## src/hw/rtl/gn3d_pkg.sv

```systemverilog
// gn3d_pkg: shared constants, permutation table and rounding helper for the
// 3d gradient noise unit. no dependencies.
package gn3d_pkg;

  localparam int unsigned FRAC_BITS_DEF = 16;
  localparam int unsigned COORD_W       = 32;
  localparam int unsigned NOISE_W       = 20;
  localparam int unsigned CELL_W        = 8;
  localparam int unsigned CODE_W        = 4;
  localparam int unsigned CORNERS       = 8;

  // gradient codes that take x as the second term
  localparam logic [CODE_W-1:0] GRAD_CODE_YX_A = 4'd12;
  localparam logic [CODE_W-1:0] GRAD_CODE_YX_B = 4'd14;

  localparam logic [CELL_W-1:0] PERM [256] = '{
    8'd151,8'd160,8'd137,8'd91,8'd90,8'd15,8'd131,8'd13,
    8'd201,8'd95,8'd96,8'd53,8'd194,8'd233,8'd7,8'd225,
    8'd140,8'd36,8'd103,8'd30,8'd69,8'd142,8'd8,8'd99,
    8'd37,8'd240,8'd21,8'd10,8'd23,8'd190,8'd6,8'd148,
    8'd247,8'd120,8'd234,8'd75,8'd0,8'd26,8'd197,8'd62,
    8'd94,8'd252,8'd219,8'd203,8'd117,8'd35,8'd11,8'd32,
    8'd57,8'd177,8'd33,8'd88,8'd237,8'd149,8'd56,8'd87,
    8'd174,8'd20,8'd125,8'd136,8'd171,8'd168,8'd68,8'd175,
    8'd74,8'd165,8'd71,8'd134,8'd139,8'd48,8'd27,8'd166,
    8'd77,8'd146,8'd158,8'd231,8'd83,8'd111,8'd229,8'd122,
    8'd60,8'd211,8'd133,8'd230,8'd220,8'd105,8'd92,8'd41,
    8'd55,8'd46,8'd245,8'd40,8'd244,8'd102,8'd143,8'd54,
    8'd65,8'd25,8'd63,8'd161,8'd1,8'd216,8'd80,8'd73,
    8'd209,8'd76,8'd132,8'd187,8'd208,8'd89,8'd18,8'd169,
    8'd200,8'd196,8'd135,8'd130,8'd116,8'd188,8'd159,8'd86,
    8'd164,8'd100,8'd109,8'd198,8'd173,8'd186,8'd3,8'd64,
    8'd52,8'd217,8'd226,8'd250,8'd124,8'd123,8'd5,8'd202,
    8'd38,8'd147,8'd118,8'd126,8'd255,8'd82,8'd85,8'd212,
    8'd207,8'd206,8'd59,8'd227,8'd47,8'd16,8'd58,8'd17,
    8'd182,8'd189,8'd28,8'd42,8'd223,8'd183,8'd170,8'd213,
    8'd119,8'd248,8'd152,8'd2,8'd44,8'd154,8'd163,8'd70,
    8'd221,8'd153,8'd101,8'd155,8'd167,8'd43,8'd172,8'd9,
    8'd129,8'd22,8'd39,8'd253,8'd19,8'd98,8'd108,8'd110,
    8'd79,8'd113,8'd224,8'd232,8'd178,8'd185,8'd112,8'd104,
    8'd218,8'd246,8'd97,8'd228,8'd251,8'd34,8'd242,8'd193,
    8'd238,8'd210,8'd144,8'd12,8'd191,8'd179,8'd162,8'd241,
    8'd81,8'd51,8'd145,8'd235,8'd249,8'd14,8'd239,8'd107,
    8'd49,8'd192,8'd214,8'd31,8'd181,8'd199,8'd106,8'd157,
    8'd184,8'd84,8'd204,8'd176,8'd115,8'd121,8'd50,8'd45,
    8'd127,8'd4,8'd150,8'd254,8'd138,8'd236,8'd205,8'd93,
    8'd222,8'd114,8'd67,8'd29,8'd24,8'd72,8'd243,8'd141,
    8'd128,8'd195,8'd78,8'd66,8'd215,8'd61,8'd156,8'd180
  };

  function automatic logic [CELL_W-1:0] perm(logic [CELL_W-1:0] idx);
    return PERM[idx];
  endfunction

  // add half an lsb, then floor shift
  function automatic logic signed [63:0] rnd(logic signed [63:0] p, int unsigned f);
    logic signed [63:0] half;
    half = 64'sd1 <<< (f - 1);
    return (p + half) >>> f;
  endfunction

endpackage

```

## src/hw/rtl/gn3d_fade.sv

```systemverilog
// gn3d_fade: three stage quintic fade curve for one axis.
// depends on gn3d_pkg.
module gn3d_fade import gn3d_pkg::*; #(
  parameter int unsigned FRAC_BITS = FRAC_BITS_DEF
) (
  input  logic                   clk_i,
  input  logic                   en_i,
  input  logic [FRAC_BITS-1:0]   t_i,
  output logic [FRAC_BITS+5:0]   fade_o
);
  localparam int unsigned W   = FRAC_BITS + 6;
  localparam int          ONE = 1 << FRAC_BITS;

  logic signed [W-1:0] tw, k;
  logic signed [2*W-1:0] p_tt, p_ti, p_t3, p_f;
  logic signed [W-1:0] t1_q, tt_q, ti_q, t3_q, inner_q, fade_q;

  always_comb begin
    tw   = signed'(W'(t_i));
    k    = (tw <<< 2) + (tw <<< 1) - signed'(W'(15 * ONE));
    p_tt = tw * tw;
    p_ti = tw * k;
    p_t3 = tt_q * t1_q;
    p_f  = t3_q * inner_q;
  end

  always_ff @(posedge clk_i) begin
    if (en_i) begin
      t1_q    <= tw;
      tt_q    <= W'(rnd(64'(p_tt), FRAC_BITS));
      ti_q    <= W'(rnd(64'(p_ti), FRAC_BITS));
      t3_q    <= W'(rnd(64'(p_t3), FRAC_BITS));
      inner_q <= ti_q + signed'(W'(10 * ONE));
      fade_q  <= W'(rnd(64'(p_f), FRAC_BITS));
    end
  end

  assign fade_o = fade_q;

endmodule

```

## config.mk

```make
export PLATFORM = sky130hd
export DESIGN_NAME = gn3d_fade
export DESIGN_NICKNAME = d
export VERILOG_FILES = /design/src/hw/rtl/gn3d_pkg.sv /design/src/hw/rtl/gn3d_fade.sv
export SDC_FILE = /design/constraint.sdc
export NUM_CORES = 2
export LEC_CHECK = 0
export BUFFER_PORTS_ARGS = -buffer_cell sky130_fd_sc_hd__buf_4
export CAP_MARGIN = 15
export CORE_UTILIZATION = 27
export DETAILED_ROUTE_END_ITERATION = 16
export PLACE_DENSITY = 0.45
export REMOVE_ABC_BUFFERS = 1
export SYNTH_ARGS = -nofsm -noshare
export SYNTH_HDL_FRONTEND = slang
export SYNTH_SLANG_ARGS = --single-unit
```

## constraint.sdc

```tcl
create_clock -name clk_i -period 8.5 [get_ports clk_i]
set_input_delay 1.275 -clock clk_i [delete_from_list [all_inputs] [get_ports clk_i]]
set_output_delay 1.275 -clock clk_i [all_outputs]
set_load 0.1 [all_outputs]
```

==> results.json <==
{
  "status": "finished, final reports clean",
  "wl_met1_mm": 55.1,
  "clk_latency_ns": 0.49,
  "ff2ff_path_depth": 23,
  "fin_nets": 6377,
  "dieArea_um2": 165000,
  "finClkSkew_ns": 0.0150,
  "crit_path_start": "t_i[2]",
  "synth.most_common_cell": "inv_1",
  "drt_iter0_markers": 1031,
  "clockBufferDepth": 2,
  "synthCells": 4689,
  "wl_met3_mm": 2.13,
  "synth_top_cell_by_area": "fa_1",
  "grt_max_degree": 68,
  "dp_hpwl_mm": 99.0,
  "syn_area_per_cell_um2": 9.42,
  "arrival_ns": 8.65,
  "seq_area_frac_synth_pct": 7.96,
  "yosys_warnings": 0,
  "slew_headroom_pct": 39.1,
  "first_pass_iters": 5,
  "maxCapViolations": 0,
  "wl_met2_mm": 56.9,
  "ctsHtreeMaxLevel": 4,
  "synthToLayoutAreaGrowth_pct": 12.6,
  "slew_violations": 0,
  "grt_first_pass_wirelength_mm": 189,
  "synth-edff-count": 117,
  "clock_sinks": 117,
  "max_freq_mhz": 119,
  "routedWlPerCell_um": 16.5,
  "worst_pin_slew_ns": 0.913,
  "ys_seq_elements": 117,
  "cpLargestDelayFamily": "adder cells",
  "cts_tree": "built",
  "whs_ns": 0.422,
  "gp_congestion": 0.835,
  "rsz0062_at_grt": "true",
  "worst-endpoint-required_ns": 8.75,
  "via_count": 30000,
  "drive_above_1_share_pct": 9.71,
  "diodes": 0,
  "ant_nets": 0,
  "fp.coreArea_um2": 163000,
  "reg2reg_slack_ns": 0.94,
  "initial_core_util_pct": 27.2,
  "clockRootBuffer": "clkbuf_16",
  "hold_class": "register to register",
  "endpoint": "ti_q[20]",
  "max_stage_delay_ns": 0.56,
  "die-width_um": 406,
  "dp_slack_ns": -0.989,
  "path_common_cell": "fa_1",
  "path_buf_inv": 10,
  "io_buffers": 39,
  "hold_violations": 0,
  "ctsHoldBuffers": 0,
  "rows": 148,
  "ios": 40,
  "slowest_stage": "fa_1",
  "yosysUniqueCellTypes": 78,
  "crit_fanout": 5,
  "crit_path_end_kind": "register",
  "die_h_um": 406,
  "highest_layer": "met4",
  "drc_errors": 0,
  "overflow": 0,
  "rr_endpoint": "t3_q[14]",
  "cp.depth": 36,
  "cts-buffers-inserted": 17,
  "final_core_util_pct": 30.6,
  "finalCriticalPeriod_ns": 8.40,
  "ys.flop_type": "edfxtp_1",
  "synth_area_leaders": "fa_1 45%, ha_1 15%, inv_1 11%",
  "grt.total_usage_pct": 14.7,
  "viasPerCell": 4.27,
  "grt_pass1_vias": 33800,
  "setup_violations": 0,
  "worstHoldStart": "ti_q[3]",
  "antenna_found_initial": 2,
  "synth_top_area_share_pct": 45.0,
  "finalCritPeriodShare_pct": 98.9,
  "netlist_area_um2": 44100,
  "setup_slack_ns": 0.0969,
  "clk_pin_slew_ns": 0.08,
  "drt_wl_total_mm": 116,
  "synthArstFlopShare_pct": 0,
  "synthTopCellsByCount": "1,251 x inv_1, 992 x fa_1, 632 x nand2_1",
  "timing.rr.start": "t1_q[8]",
  "startpoint_type": "primary input",
  "worst-setup-path-type": "primary input to register"
}
stage by stage:
step	setup TNS [ns]	cell area [um2]	cells
global route	-0.774	49700	7035
CTS	0	49300	7029
finish	0	49700	7035
detailed placement	-12.12	48300	6976
global placement	-11.13	48300	6976
floorplan	-4.07	43400	4513
cell families (layout without fill, tap and decap cells):
| group | count (synthesis) | after routing | synth area share (%) |
|---|---|---|---|
| AND/OR/NAND/NOR | 1238 | 1238 | 13.5 |
| adder cells (fa/ha/maj) | 1512 | 1512 | 59.7 |
| AO/OA/AOI/OAI | 251 | 251 | 3.78 |
| multiplexers | 5 | 5 | 0.116 |
| buffers and inverters | 1435 | 1606 | 12.4 |
| flip-flops | 117 | 117 | 7.96 |
| XOR/XNOR | 131 | 131 | 2.60 |
cell usage in the layout, fill, tap and decap left out, drive strengths merged, types with 17 or more instances in the layout:
master / n
inv: 1263
fa: 992
nand2: 632
ha: 520
and2: 361
buf: 315
edfxtp: 117
nor2: 102
xnor2: 82
a21oi: 77
xor2: 49
a21o: 43
o21ai: 41
nand2b: 28
nor3: 24
nor2b: 19
nand4: 17
clkbuf: 17
layer usage:
metal	global-route usage (%)	vias to the layer above
li1	-	14100
met1	19.8	15600
met2	25.9	306
met3	0.975	82
met4	2.63	0
met5	0	-
final cells by class:
class / instances / area, um2
timing repair buffer: 315 / 2460
clock inverter: 15 / 176
sequential: 117 / 3510
inverter: 1259 / 4730
fill: 17300 / 113000
clock buffer: 17 / 425
tap: 2175 / 2720
multi-input combinational: 3137 / 35700
registers in the layout, indices dropped and copies added (netlist names):
name	flops
ti_q	22
inner_q	22
tt_q	17
t1_q	16
fade_o	22
t3_q	18
repair_timing:
item	in CTS	in global routing
buffers inserted	22	8
pin swaps	55	94
gates resized for setup	48	73
endpoints found under the setup margin	11	16
worst min path at each step:
stage	endpoint	slack, ns	cells past startpoint
6_report	inner_q[3]	0.42	0
2_1_floorplan	inner_q[0]	0.40	0
3_3_place_gp	inner_q[5]	0.40	0
4_1_cts	inner_q[3]	0.42	0
3_5_place_dp	inner_q[14]	0.40	0
5_1_grt	inner_q[14]	0.42	0
worst register-to-register path: cells and delay by family (launching register included):
kind / cells / cell delay (ns)
simple gates: 6 / 1.63
flops: 1 / 0.84
xor+xnor: 2 / 0.38
fa+ha+maj: 7 / 3.32
compound gates: 3 / 0.89
buf+inv: 5 / 0.27
Power is not shown: default switching activity piles up to over one toggle a cycle in this logic, so the estimate is an artifact.
